[src/rtl/core/itd_pkg.sv]
package itd_pkg;

    localparam int CAL_SAMPLES = 50;

    localparam int NUM_GYRO  = 3;
    localparam int NUM_AXES  = NUM_GYRO + 1;
    localparam int RAW_W     = 16;
    localparam int FRAC_BITS = 8;
    localparam int AVG_W     = RAW_W + FRAC_BITS;
    localparam int CENT_W    = AVG_W + 1;
    localparam int GAIN_W    = 16;
    localparam int GAIN_FRAC = 15;
    localparam int DECAY_P_W = AVG_W + GAIN_W + 1;
    localparam int INPUT_P_W = CENT_W + GAIN_W + 1;
    localparam int ACC_W     = INPUT_P_W;
    localparam int SUM_W     = 56;
    localparam int SUM_EXT_W = SUM_W + 1;
    localparam int CNT_W     = 32;
    localparam int RUN_W     = 16;
    localparam int CAL_IDX_W = 8;

    // offset mean by reciprocal multiplication: the shift leaves enough headroom that
    // floor(|sum| * 2^FRAC_BITS / CAL_SAMPLES) is exact for any sum of CAL_SAMPLES raw samples
    localparam int     DIV_LOG     = $clog2(CAL_SAMPLES);
    localparam int     RECIP_SHIFT = RAW_W - 1 + FRAC_BITS + 2 * DIV_LOG;
    localparam int     RECIP_W     = RECIP_SHIFT - DIV_LOG + 1;
    localparam int     PROD_W      = AVG_W + RECIP_W;
    localparam int     QUOT_LSB    = RECIP_SHIFT - FRAC_BITS;
    localparam int     QUOT_W      = AVG_W + 1;
    localparam int     LANE_W      = $clog2(NUM_AXES);
    localparam longint RECIP_VAL   = ((longint'(1) << RECIP_SHIFT) + CAL_SAMPLES - 1) / CAL_SAMPLES;
    localparam logic [RECIP_W-1:0] DIV_RECIP = RECIP_W'(RECIP_VAL);

    localparam int QUEUE_DEPTH = 4;
    localparam int QPTR_W      = $clog2(QUEUE_DEPTH);
    localparam int QCNT_W      = $clog2(QUEUE_DEPTH + 1);

    localparam int CFG_IDX_W  = 3;
    localparam int CFG_DATA_W = 16;

    localparam int IN_TDATA_W  = 64;
    localparam int IN_TUSER_W  = 2;
    localparam int OUT_TDATA_W = 248;
    localparam int OUT_PAD_W   = OUT_TDATA_W - (AVG_W + RUN_W + 3 + NUM_GYRO * SUM_W + CNT_W);

    localparam logic [GAIN_W-1:0]        DECAY_GAIN_RST     = 16'd29491;
    localparam logic [GAIN_W-1:0]        INPUT_GAIN_RST     = 16'd3277;
    localparam logic signed [RAW_W-1:0]  TILT_THRESHOLD_RST = -16'sd819;
    localparam logic [RUN_W-1:0]         COUNT_LIMIT_RST    = 16'd10;

    typedef logic signed [AVG_W-1:0] t_fix;
    typedef logic signed [SUM_W-1:0] t_sum;

    localparam t_sum SUM_MAX = {1'b0, {(SUM_W - 1){1'b1}}};
    localparam t_sum SUM_MIN = {1'b1, {(SUM_W - 1){1'b0}}};
    localparam t_fix AVG_MAX = {1'b0, {(AVG_W - 1){1'b1}}};
    localparam t_fix AVG_MIN = {1'b1, {(AVG_W - 1){1'b0}}};

    typedef enum logic [1:0] {
        CMD_SAMPLE = 2'd0,
        CMD_CAL    = 2'd1,
        CMD_CLEAR  = 2'd2,
        CMD_NONE   = 2'd3
    } t_cmd;

    typedef enum logic [CFG_IDX_W-1:0] {
        CFG_DECAY_GAIN     = 3'd0,
        CFG_INPUT_GAIN     = 3'd1,
        CFG_TILT_THRESHOLD = 3'd2,
        CFG_COUNT_LIMIT    = 3'd3,
        CFG_LED_ENABLE     = 3'd4,
        CFG_DETECT_ENABLE  = 3'd5
    } t_cfg_index;

    // samples already scaled to 8 fraction bits
    typedef struct packed {
        t_cmd                 cmd;
        t_fix                 accel;
        t_fix [NUM_GYRO-1:0]  gyro;
    } t_item;

    typedef struct packed {
        logic busy;
        logic done;
    } t_div_stat;

    typedef struct packed {
        logic [OUT_PAD_W-1:0] pad;
        logic [CNT_W-1:0]     sample_count;
        t_sum                 gyro_sum_z;
        t_sum                 gyro_sum_y;
        t_sum                 gyro_sum_x;
        logic                 calibrating;
        logic                 led_state;
        logic                 tilted;
        logic [RUN_W-1:0]     below_count;
        t_fix                 mean_tilt;
    } t_result;

endpackage

[src/rtl/core/itd_queue.sv]
module itd_queue (
    input  logic            i_clk,
    input  logic            i_rst_n,
    input  logic            i_push,
    input  itd_pkg::t_item  i_item,
    output logic            o_ready,
    output logic            o_valid,
    output itd_pkg::t_item  o_item,
    input  logic            i_pop
);
    import itd_pkg::*;

    t_item              r_mem [QUEUE_DEPTH];
    logic [QPTR_W-1:0]  r_wr;
    logic [QPTR_W-1:0]  r_rd;
    logic [QCNT_W-1:0]  r_count;

    assign o_ready = (r_count != QCNT_W'(QUEUE_DEPTH));
    assign o_valid = (r_count != '0);
    assign o_item  = r_mem[r_rd];

    always_ff @(posedge i_clk) begin
        if (i_push) begin
            r_mem[r_wr] <= i_item;
        end
    end

    always_ff @(posedge i_clk) begin
        if (!i_rst_n) begin
            r_wr    <= '0;
            r_rd    <= '0;
            r_count <= '0;
        end else begin
            if (i_push) begin
                r_wr <= r_wr + QPTR_W'(1);
            end
            if (i_pop) begin
                r_rd <= r_rd + QPTR_W'(1);
            end
            r_count <= r_count + QCNT_W'(i_push) - QCNT_W'(i_pop);
        end
    end

endmodule

[config.mk]
export PLATFORM = sky130hd
export DESIGN_NAME = itd_queue
export DESIGN_NICKNAME = d
export VERILOG_FILES = /design/src/rtl/core/itd_pkg.sv /design/src/rtl/core/itd_queue.sv
export SDC_FILE = /design/constraint.sdc
export NUM_CORES = 1
export LEC_CHECK = 0
export ABC_AREA = 1
export BUFFER_PORTS_ARGS = -buffer_cell sky130_fd_sc_hd__buf_4
export CAP_MARGIN = 5
export CORE_MARGIN = 10
export CORE_UTILIZATION = 60
export CTS_BUF_LIST = sky130_fd_sc_hd__clkbuf_4 sky130_fd_sc_hd__clkbuf_8 sky130_fd_sc_hd__clkbuf_16
export DETAILED_ROUTE_END_ITERATION = 10
export HOLD_SLACK_MARGIN = 0.15
export PLACE_DENSITY = 0.82
export SLEW_MARGIN = 20
export SYNTH_ARGS = -nofsm -noshare
export SYNTH_HDL_FRONTEND = slang
export SYNTH_SLANG_ARGS = --single-unit
[constraint.sdc]
create_clock -name i_clk -period 8.6 [get_ports i_clk]
set_clock_uncertainty 0.15 [all_clocks]
set_input_delay 0.43 -clock i_clk [delete_from_list [all_inputs] [get_ports i_clk]]
set_output_delay 0.43 -clock i_clk [all_outputs]
set_load 0.01 [all_outputs]
# --- Yosys cells after proc, flatten, opt, wreduce, memory -nomap -nowiden ---
# Memories as Yosys holds them, arrays and structs flattened. A register that Yosys moved wholly into a read port is not among the register bits.
# Cells that the tools add are included.
# Widths: inputs -> output; s select.
word_totals:
  regBits: 7
  ram_bits: 392
  in_bits: 102
  mem_count: 1
op_classes:
  addsub: 4
  n_eq_ne: 1
  muxes: 4
  n_reduce_logical: 1
memory_table:
  columns: ["memory", "depth", "width", "rd", "rd_ports_with_merged_regs", "write_ports", "line", "rtl"]
  rows:
  - ["r_mem", 4, 98, 1, 1, 1, "itd_queue.sv:13", "t_item r_mem [QUEUE_DEPTH];"]
ops:
  columns: ["op", "n"]
  rows:
  - ["$add 2x1->2 const B", 2]
  - ["$mux 2", 2]
  - ["$add 3x1->3", 1]
  - ["$ne 3x3->1 const B", 1]
  - ["$reduce_bool 3->1", 1]
  - ["$sub 3x1->3", 1]
  - ["$mux 1", 2]

# --- Longest topological paths before layout ---
logic_depth:
  ltp_word: 3
  ltp_mapped: 9
  depth_no_buf: 9

# --- Worst setup path before layout ---
# Ideal clock, no wire load.
synth_timing:
  path_type: "register -> register"
  startpoint: "register r_wr[0]"
  endpoint: "memory r_mem[2][0] (netlist name) (enable)"
  arrival_ns: 2.481
  required_time_ns: 7.999
  path_slack_ns: 5.517
  stages_incl_launch_ff: 5
  n_path_buf: 0
  cell_sequence: "dfxtp_1 inv_1 ha_1 nand2_1 inv_1"
synth_rtl:
  columns: ["item", "line", "rtl"]
  rows:
  - ["from (decl)", "itd_queue.sv:14", "logic [QPTR_W-1:0] r_wr;"]
  - ["from (signal assigned)", "itd_queue.sv:35", "r_wr <= r_wr + QPTR_W'(1);"]
  - ["to (decl)", "itd_queue.sv:13", null]
# Straight into the memory's write port.

==> results.cfg <==
[min_path]
hold_class = register to register
hold_path.startpoint = r_rd[1]$_SDFFE_PN0P_

[timing]
rsz0062_at_grt = no
finalWorstSetupSlack_ns = 4.653
setup_viol = 0
min_period_ns = 3.947
fin_crit_sh_pct = 45.90
relSlewSlack_pct = 33.27
max_freq_mhz = 253.3
worst_pin_slew_ns = 1.001
drv_slew = 0
totalNegativeSetupSlack_ns = 0
hold_viol = 0

[synth]
yosys.area.top_type = edfxtp_1
yosys-top-cells-count = 392 x edfxtp_1, 211 x inv_1, 205 x nand2_1
synth_edf_count = 392
ys.flop_type = edfxtp_1
synth.top_cells.by_area = edfxtp_1 74%, inv_1 5.0%, nand2_1 4.8%
synthMostInstantiatedCell = edfxtp_1
synth_cell_types = 18
synthCells = 1199
seq_area_frac_synth_pct = 74.82
post_synth.cell_area_avg_sq_um = 13.32
synth_top_area_share_pct = 73.70
synthArstFlopShare_pct = 0
yosys_warnings = 0
syn_nets = 1308
ys_ff_latch = 401
netlist_area_sq_mm = 0.01597

[floorplanning]
io_pins = 202
start_util_pct = 61.12
die_area_sq_mm = 0.03355
fp-row-count = 59
die_width_um = 183.2
die_h_um = 183.2
core_area_sq_mm = 0.02613

[finish]
syn2layout_area_growth_pct = 23.02
n_fill_cell = 1481
drive_gt1_share_pct = 18.32
fin_nets = 1595
fin_cells = 1848
finish.utilization_pct = 75.19

[power_and_ir_drop]
power.total_uw = 4362
power_density_mw_per_mm2 = 222.0
peakVddDrop_v = 0.0001972
p_leak_uw = 0.007717

[run]
drv_cap = 0

[worst_setup_path]
reg2reg_setup_slack_ns = 6.00
cpPeakStageDelay_ns = 0.79
cp-start-kind = register
cp.arrival_ns = 3.37
worstSetupPathType = register to output port
crit_required_ns = 8.02
r2r-start = r_wr[0]$_SDFFE_PN0P_
crit_fanout = 128
crit_family = buffers and inverters
crit_path_cell_trace = buf_4 > buf_6 > a21oi_1 > o21ai_1 > nand2_1 > buf_4
endpoint_kind = output port
cpMaxStageDelayCell = dfxtp_4
crit_top_cell = buf_4
path_buf_inv = 3

[run_status]
status = completed

[detailed_routing]
vias = 10070
vias_per_cell = 5.450
routedWlPerCell_um = 18.77
drt_pass1_iterations = 6
drtIter0Drc = 828
wl_um = 34700
antenna_left = 0
post-route-drc-count = 0

[placement]
place_ws_ns = 4.965
place.gp.congestion = 0.7394
port_buffers = 201
dp_hpwl_um = 18900
place_inst = 1678

[clock_network]
post_cts_buffers = 0
cts_buffer_depth = 3
clkLatencyLatePin_ns = 0.51
cts-buffers-inserted = 39
htree_num_levels = 2
cts.sinks = 401
cts_hold_buf = 102
cts_root_buf = clkbuf_16
cts-resized-gates = 0
path_clk_slew_ns = 0.06
cts_tree = yes

[global_routing]
track_usage_pct = 20.32
grt_pass1_wl_um = 54490
grt.overflow.total = 0
grt_max_degree = 129
first_global_vias = 10140
antenna_found_initial = 1
-- worst paths after layout --
kind                       endpoint  depth (start not counted)
max                      o_item[54]                          6
min                        register                          2
max reg2reg  r_mem[0][67]$_DFFE_PP_                          5
min reg2reg                register                          2
-- flip-flops by register name, indices dropped and copies added, names as in the netlist, named ones only --
| name | count |
|---|---|
| r_count | 3 |
| r_mem | 392 |
| r_wr | 2 |
| r_rd | 2 |
-- layout make-up --
cell class	count	area (sq um)	area share [%]
diodes	1	2.502	0.01273
clock buffers	54	1124	5.718
clock inverters	13	85.08	0.4330
inverters	211	802.0	4.082
multi-input cells	521	2654	13.51
flip-flops and latches	401	11960	60.86
well taps	335	419.2	2.133
repair buffers	312	2605	13.26
-- stage by stage --
stage / instance area, sq um / hold slack, ns
6_report: 19650 / 0.3231
5_1_grt: 19650 / 0.3430
4_1_cts: 19640 / 0.3210
3_5_place_dp: 17410 / 0.3086
3_3_place_gp: 17410 / 0.2936
2_1_floorplan: 15970 / 0.2856
-- report_power, final --
part	total, uW	internal [uW]	switching [uW]
Combinational	488	207	280
Sequential	2270	2240	34.7
Clock	1600	941	662
-- kinds of logic (layout without fill, tap and decap cells) --
| logic type | after synthesis | count (layout) | synth area share, % |
|---|---|---|---|
| flip-flops | 401 | 401 | 74.82 |
| AO/OA/AOI/OAI | 304 | 304 | 11.06 |
| buffers and inverters | 277 | 590 | 8.562 |
| AND/OR/NAND/NOR | 210 | 210 | 4.958 |
| adder cells (fa/ha/maj) | 7 | 7 | 0.5953 |
| other | 0 | 1 | 0 |
-- worst register-to-register path, stage by stage (launching register included) --
cell,delay [ns]
dfxtp_1,0.33
inv_1,0.13
ha_1,0.17
nand2_1,0.09
inv_4,0.45
buf_4,0.78
-- cell usage in the layout, fill, tap and decap left out --
master	n
a21oi_1	104
buf_4	208
buf_6	2
bufinv_16	1
clkbuf_16	41
clkbuf_4	13
clkinv_1	6
clkinv_2	5
clkinvlp_4	1
dfxtp_1	7
dfxtp_4	2
diode_2	1
dlygate4sd3_1	102
edfxtp_1	392
fa_1	1
ha_1	6
inv_1	207
inv_4	4
nand2_1	205
nand3_1	3
nor2_1	2
o211ai_1	98
o21ai_0	6
o21ai_1	96
-- metal layers --
layer	share of wire, %	up-vias	routed length [um]	track usage, %
li1	-	4743	-	-
met1	40	4868	13730	25.36
met2	51	416	17660	35.47
met3	8.1	44	2817	4.466
met4	1.4	0	488	4.918
met5	0	-	0	0
Note: power is estimated with default switching activity, not from simulation.
