<file path="config.mk">
export PLATFORM = sky130hd
export DESIGN_NAME = itd_front
export DESIGN_NICKNAME = d
export VERILOG_FILES = /design/src/rtl/core/itd_pkg.sv /design/src/rtl/core/itd_front.sv
export SDC_FILE = /design/constraint.sdc
export NUM_CORES = 1
export LEC_CHECK = 0
export BUFFER_PORTS_ARGS = -buffer_cell sky130_fd_sc_hd__buf_2
export CORE_AREA = 2 2 65 113
export DETAILED_ROUTE_END_ITERATION = 16
export DIE_AREA = 0 0 67 115
export GPL_TIMING_DRIVEN = 0
export PLACE_DENSITY = 0.76
export SYNTH_ARGS = -nofsm -noshare
export SYNTH_HDL_FRONTEND = slang
export SYNTH_SLANG_ARGS = --single-unit
</file>
<file path="constraint.sdc">
create_clock -name i_clk -period 1.35 [get_ports i_clk]
set_input_delay 0.0675 -clock i_clk [delete_from_list [all_inputs] [get_ports i_clk]]
set_output_delay 0.0675 -clock i_clk [all_outputs]
set_load 0.05 [all_outputs]
</file>
<file path="src/rtl/core/itd_pkg.sv">
package itd_pkg;

    localparam int CAL_SAMPLES = 50;

    localparam int NUM_GYRO  = 3;
    localparam int NUM_AXES  = NUM_GYRO + 1;
    localparam int RAW_W     = 16;
    localparam int FRAC_BITS = 8;
    localparam int AVG_W     = RAW_W + FRAC_BITS;
    localparam int CENT_W    = AVG_W + 1;
    localparam int GAIN_W    = 16;
    localparam int GAIN_FRAC = 15;
    localparam int DECAY_P_W = AVG_W + GAIN_W + 1;
    localparam int INPUT_P_W = CENT_W + GAIN_W + 1;
    localparam int ACC_W     = INPUT_P_W;
    localparam int SUM_W     = 56;
    localparam int SUM_EXT_W = SUM_W + 1;
    localparam int CNT_W     = 32;
    localparam int RUN_W     = 16;
    localparam int CAL_IDX_W = 8;

    // offset mean by reciprocal multiplication: the shift leaves enough headroom that
    // floor(|sum| * 2^FRAC_BITS / CAL_SAMPLES) is exact for any sum of CAL_SAMPLES raw samples
    localparam int     DIV_LOG     = $clog2(CAL_SAMPLES);
    localparam int     RECIP_SHIFT = RAW_W - 1 + FRAC_BITS + 2 * DIV_LOG;
    localparam int     RECIP_W     = RECIP_SHIFT - DIV_LOG + 1;
    localparam int     PROD_W      = AVG_W + RECIP_W;
    localparam int     QUOT_LSB    = RECIP_SHIFT - FRAC_BITS;
    localparam int     QUOT_W      = AVG_W + 1;
    localparam int     LANE_W      = $clog2(NUM_AXES);
    localparam longint RECIP_VAL   = ((longint'(1) << RECIP_SHIFT) + CAL_SAMPLES - 1) / CAL_SAMPLES;
    localparam logic [RECIP_W-1:0] DIV_RECIP = RECIP_W'(RECIP_VAL);

    localparam int QUEUE_DEPTH = 4;
    localparam int QPTR_W      = $clog2(QUEUE_DEPTH);
    localparam int QCNT_W      = $clog2(QUEUE_DEPTH + 1);

    localparam int CFG_IDX_W  = 3;
    localparam int CFG_DATA_W = 16;

    localparam int IN_TDATA_W  = 64;
    localparam int IN_TUSER_W  = 2;
    localparam int OUT_TDATA_W = 248;
    localparam int OUT_PAD_W   = OUT_TDATA_W - (AVG_W + RUN_W + 3 + NUM_GYRO * SUM_W + CNT_W);

    localparam logic [GAIN_W-1:0]        DECAY_GAIN_RST     = 16'd29491;
    localparam logic [GAIN_W-1:0]        INPUT_GAIN_RST     = 16'd3277;
    localparam logic signed [RAW_W-1:0]  TILT_THRESHOLD_RST = -16'sd819;
    localparam logic [RUN_W-1:0]         COUNT_LIMIT_RST    = 16'd10;

    typedef logic signed [AVG_W-1:0] t_fix;
    typedef logic signed [SUM_W-1:0] t_sum;

    localparam t_sum SUM_MAX = {1'b0, {(SUM_W - 1){1'b1}}};
    localparam t_sum SUM_MIN = {1'b1, {(SUM_W - 1){1'b0}}};
    localparam t_fix AVG_MAX = {1'b0, {(AVG_W - 1){1'b1}}};
    localparam t_fix AVG_MIN = {1'b1, {(AVG_W - 1){1'b0}}};

    typedef enum logic [1:0] {
        CMD_SAMPLE = 2'd0,
        CMD_CAL    = 2'd1,
        CMD_CLEAR  = 2'd2,
        CMD_NONE   = 2'd3
    } t_cmd;

    typedef enum logic [CFG_IDX_W-1:0] {
        CFG_DECAY_GAIN     = 3'd0,
        CFG_INPUT_GAIN     = 3'd1,
        CFG_TILT_THRESHOLD = 3'd2,
        CFG_COUNT_LIMIT    = 3'd3,
        CFG_LED_ENABLE     = 3'd4,
        CFG_DETECT_ENABLE  = 3'd5
    } t_cfg_index;

    // samples already scaled to 8 fraction bits
    typedef struct packed {
        t_cmd                 cmd;
        t_fix                 accel;
        t_fix [NUM_GYRO-1:0]  gyro;
    } t_item;

    typedef struct packed {
        logic busy;
        logic done;
    } t_div_stat;

    typedef struct packed {
        logic [OUT_PAD_W-1:0] pad;
        logic [CNT_W-1:0]     sample_count;
        t_sum                 gyro_sum_z;
        t_sum                 gyro_sum_y;
        t_sum                 gyro_sum_x;
        logic                 calibrating;
        logic                 led_state;
        logic                 tilted;
        logic [RUN_W-1:0]     below_count;
        t_fix                 mean_tilt;
    } t_result;

endpackage

</file>
<file path="src/rtl/core/itd_front.sv">
module itd_front (
    input  logic                            i_clk,
    input  logic                            i_rst_n,
    input  logic                            s_axis_tvalid,
    output logic                            s_axis_tready,
    input  logic [itd_pkg::IN_TDATA_W-1:0]  s_axis_tdata,  // accel_y, gyro_x, gyro_y, gyro_z
    input  logic [itd_pkg::IN_TUSER_W-1:0]  s_axis_tuser,  // cmd
    input  logic                            i_q_ready,
    output logic                            o_push,
    output itd_pkg::t_item                  o_item
);
    import itd_pkg::*;

    logic  r_valid;
    t_item r_item;
    t_item n_item;

    // decode the command and move the raw samples onto the 8-bit fraction grid
    always_comb begin
        n_item.cmd   = t_cmd'(s_axis_tuser);
        n_item.accel = {s_axis_tdata[RAW_W-1:0], {FRAC_BITS{1'b0}}};
        for (int i = 0; i < NUM_GYRO; i++) begin
            n_item.gyro[i] = {s_axis_tdata[(i + 1) * RAW_W +: RAW_W], {FRAC_BITS{1'b0}}};
        end
    end

    assign s_axis_tready = !r_valid || i_q_ready;
    assign o_push        = r_valid && i_q_ready;
    assign o_item        = r_item;

    always_ff @(posedge i_clk) begin
        if (!i_rst_n) begin
            r_valid <= 1'b0;
        end else if (s_axis_tready) begin
            r_valid <= s_axis_tvalid;
        end
    end

    always_ff @(posedge i_clk) begin
        if (s_axis_tvalid && s_axis_tready) begin
            r_item <= n_item;
        end
    end

endmodule

</file>
* After elaboration in Yosys (flattened, before gate mapping) *
Cells that the tools add are included.

storage, ports and cells
  bits in registers = 67
  input port bits = 70
  output and inout bits = 100
  logic and storage cells = 10

cells by class
  reduce and logical (&&, ||, !) cells = 4

operators by type and width
  cell               count
  1-bit logical AND  2
  1-bit zero test    1
  1-bit logical OR   1

* Longest topological paths before layout *
  word-level depth = 3
  mapped depth = 2
  gate-level depth less buffers = 2

* Least setup slack after synthesis *
No wires, ideal clock.

  kind = reg-to-reg
  from = register r_valid
  to = register r_item, in the netlist o_item[10] (enable)
  library setup time = 0.377 ns
  arrival time = 1.079 ns
  data required time = 0.973 ns
  path slack = -0.107 ns
  stages on the path, launching flop included = 3
  buffers on the path = 0
  clock period less this slack = 1.457 ns
  cell sequence = dfxtp_1 -> nand2b_4 -> and2_4

on the way
  cells in the longest elaborated chain, start to end = 3

RTL lines
  what                    line             source
  from (decl)             itd_front.sv:14  logic r_valid;
  from (signal assigned)  itd_front.sv:35  r_valid <= s_axis_tvalid;
  1-bit zero test         itd_front.sv:27  assign s_axis_tready = !r_valid || i_q_ready;
  1-bit logical OR        itd_front.sv:27
  net s_axis_tready       itd_front.sv:5   output logic s_axis_tready,
  1-bit logical AND       itd_front.sv:40  if (s_axis_tvalid && s_axis_tready) begin
  to (signal assigned)    itd_front.sv:41  r_item <= n_item;
  to (decl)               itd_front.sv:15  t_item r_item;

The timed path passes the listed nets, and every way through them passes these cells.
A chain may end at the register's enable or synchronous reset.

* Worst setup path in the final report *
  from = register r_valid
  to = register r_item, in the netlist o_item[58] (enable)

on the way
  cells in the longest elaborated chain, start to end = 3

RTL lines
  what               line
  1-bit zero test    itd_front.sv:27
  1-bit logical OR   itd_front.sv:27
  1-bit logical AND  itd_front.sv:40

Every way passes these cells.

==> impl_metrics.csv <==
group,metric,value,unit
outcome,outcome,"completed",
critical_path,crit_path_cell_trace,"nand2b_4 > and2_4",
critical_path,worstPathMaxFanout,33,
finish,drive_above_1_share,51.82,%
critical_path,critPathLaunchType,"register",
sta,slew_violations,0,
die,row_count,40,
drt,detailedRoute.firstIterationViolations,60,
clocking,cts_tree,"done",
die,dieArea,7705,um^2
sta,clock.fmax,0.7995,GHz
grt,grt_pass1_vias,1757,
place,dpl_worst_slack,-0.1728,ns
drt,antenna_left,0,
sta,tns,0,ns
sta,finalSetupViolations,0,
yosys,synth_seq_cells,67,
drt,wl_per_cell,13.77,um
clocking,cts_sinks,67,
finish,layout_common_cells,"buf_2 (137), dlygate4sd3_1 (67), edfxtp_1 (66), buf_4 (32), conb_1 (32)",
place,gp_congestion,0.6406,
place,port_buffers,137,
sta,period_needed,1.251,ns
drt,route.detailed.drc,0,
finish,nNetsFinal,422,
yosys,synth_top_cell_by_area,"edfxtp_1",
drt,drt_pass1_iterations,4,
hold_path,holdPathEnd,"r_valid$_SDFFE_PN0P_",
critical_path,cp_slowest_cell,"and2_4",
hold_path,holdPathStages,3,
die,ioPinCount,170,
critical_path,reg2reg_to,"o_item[58]$_DFFE_PP_",
power,vdd.ir_drop.worst,0.001056,V
critical_path,reg2regPathDepth,2,
power,finalPower,5.635,mW
power,p_leak,1.898,nW
grt,grt_use_total,15.72,%
job,cap_viol_max_count,0,
clocking,cts_setup_buffers,0,
finish,fin_util,60.83,%
clocking,cts.reportedPaths.clkPinSlew,0.05,ns
critical_path,r2r-start,"r_valid$_SDFFE_PN0P_",
critical_path,slowest_delay,0.45,ns
critical_path,critPathCaptureType,"register",
yosys,synthCells,105,
grt,overflow,0,
grt,antenna_found_initial,0,
sta,final_min_period_over_clock_period,92.65,%
yosys,avgSynthCellArea,21.82,um^2
hold_path,min_path_type,"in -> reg",
critical_path,path_buf_inv,0,
die,die_w,67,um
finish,instances_no_fill,441,
sta,hold-worst-slack,0.02930,ns
finish,area.growth.synth_to_final,80.72,%
finish,regArea,2003,um^2
clocking,cts_buffers,9,
sta,clock_skew,0.007697,ns
sta,finalHoldViolations,0,
yosys,synth_area,2291,um^2
clocking,cts_root_buf,"clkbuf_16",
critical_path,crit_arrival,1.21,ns
finish,fillers,544,
yosys,ys_types,9,
power,power_density,1361,nW/um^2
place,placedCellCount,357,
yosys,ys.warnings.count,0,
clocking,clk_latency,0.32,ns
drt,vias,1739,
drt,drt_wl_total,6074,um
die,start_util,33.66,%
critical_path,critPathKind,"reg -> reg",
critical_path,crit_required,1.31,ns
sta,rsz0062_at_grt,"false",
die,die_y,115,um
place,place_area,3199,um^2
clocking,clockBufferDepth,2,
hold_path,min_from,"s_axis_tvalid",
critical_path,reg2reg_slack,0.1,ns
yosys,synth.top_cell.area_share,86.51,%
grt,grt_start_max_net_pins,34,
finish,finalInstanceArea,4140,um^2
drt,avgViaCountPerCell,3.943,
critical_path,path_delay_family,"simple AND/OR/NAND/NOR gates",
place,hpwl,3556,um
finish,final_common_cell,"buf_2",
finish,multi_input_area,170.2,um^2
die,coreArea,6807,um^2
finish,n_antenna_cell,0,
sta,worst_slack,0.09928,ns
yosys,ys_top_cells_by_area,"edfxtp_1 (87%), buf_4 (10%), dfxtp_1 (0.87%), nand2b_4 (0.60%), a21boi_2 (0.49%)",
clocking,cts_max_level,3,
grt,grt_pass1_wl,8528,um
yosys,yosysSeqAreaShare,87.38,%
-- worst max path at each step --
stage                               from                   end  slack [ns]  cells past startpoint
finish              r_valid$_SDFFE_PN0P_  o_item[58]$_DFFE_PP_         0.1                      2
global route        r_valid$_SDFFE_PN0P_  o_item[34]$_DFFE_PP_        0.06                      2
detailed placement  r_valid$_SDFFE_PN0P_  o_item[68]$_DFFE_PP_       -0.17                      2
CTS                 r_valid$_SDFFE_PN0P_  o_item[88]$_DFFE_PP_         0.1                      2
floorplan           r_valid$_SDFFE_PN0P_  o_item[10]$_DFFE_PP_       -0.10                      2
global placement    r_valid$_SDFFE_PN0P_  o_item[68]$_DFFE_PP_       -0.12                      2
-- timing repair --
item                       CTS  global route
setup endpoints to repair   66             0
hold endpoints to repair    67             0
hold buffers                67             0
gates resized for setup      1             0
-- cells by family (layout without fill, tap and decap cells) --
kind of cell           count (synthesis)  in the layout  synth area share [%]
other                                  1             32                0.1637
AO/OA/AOI/OAI                          1              1                0.4915
buffers and inverters                 33            253                 10.65
AND/OR/NAND/NOR                        3              4                 1.311
flip-flops                            67             67                 87.38
-- worst min-delay path, stage by stage --
cell and delay [ns]:
buf_2 0.12, inv_1 0.06, a21boi_2 0.05
-- state kept, by name (all words and copies together) (netlist names) --
name,count
o_item,66
r_valid,1
-- routing by layer --
layer / global-route usage (%) / wire length, um / vias to the layer above
li1: - / - / 816
met1: 16.12 / 2135 / 803
met2: 26.80 / 3303 / 101
met3: 6.067 / 420 / 19
met4: 8.571 / 215 / 0
met5: 0 / 0 / -
-- power by group --
part           internal [mW]  total [mW]  leakage, nW  switching [mW]
combinational          0.345        1.12         1.13           0.779
clock                   1.30        2.05        0.125           0.751
sequential              2.44        2.47        0.647          0.0295
-- synthesized netlist by cell type --
| master | number |
|---|---|
| a21boi_2 | 1 |
| and2_2 | 1 |
| and2_4 | 1 |
| buf_4 | 32 |
| conb_1 | 1 |
| dfxtp_1 | 1 |
| edfxtp_1 | 66 |
| inv_1 | 1 |
| nand2b_4 | 1 |
-- cell type report --
cell class,instances,area share [%]
flip-flops and latches,67,48.38
repair buffers,204,32.76
clock buffers,16,6.316
plain buffers,32,5.802
multi-input cells,37,4.110
well taps,84,2.539
inverters,1,0.09066
(Power assumes the default switching activity.)
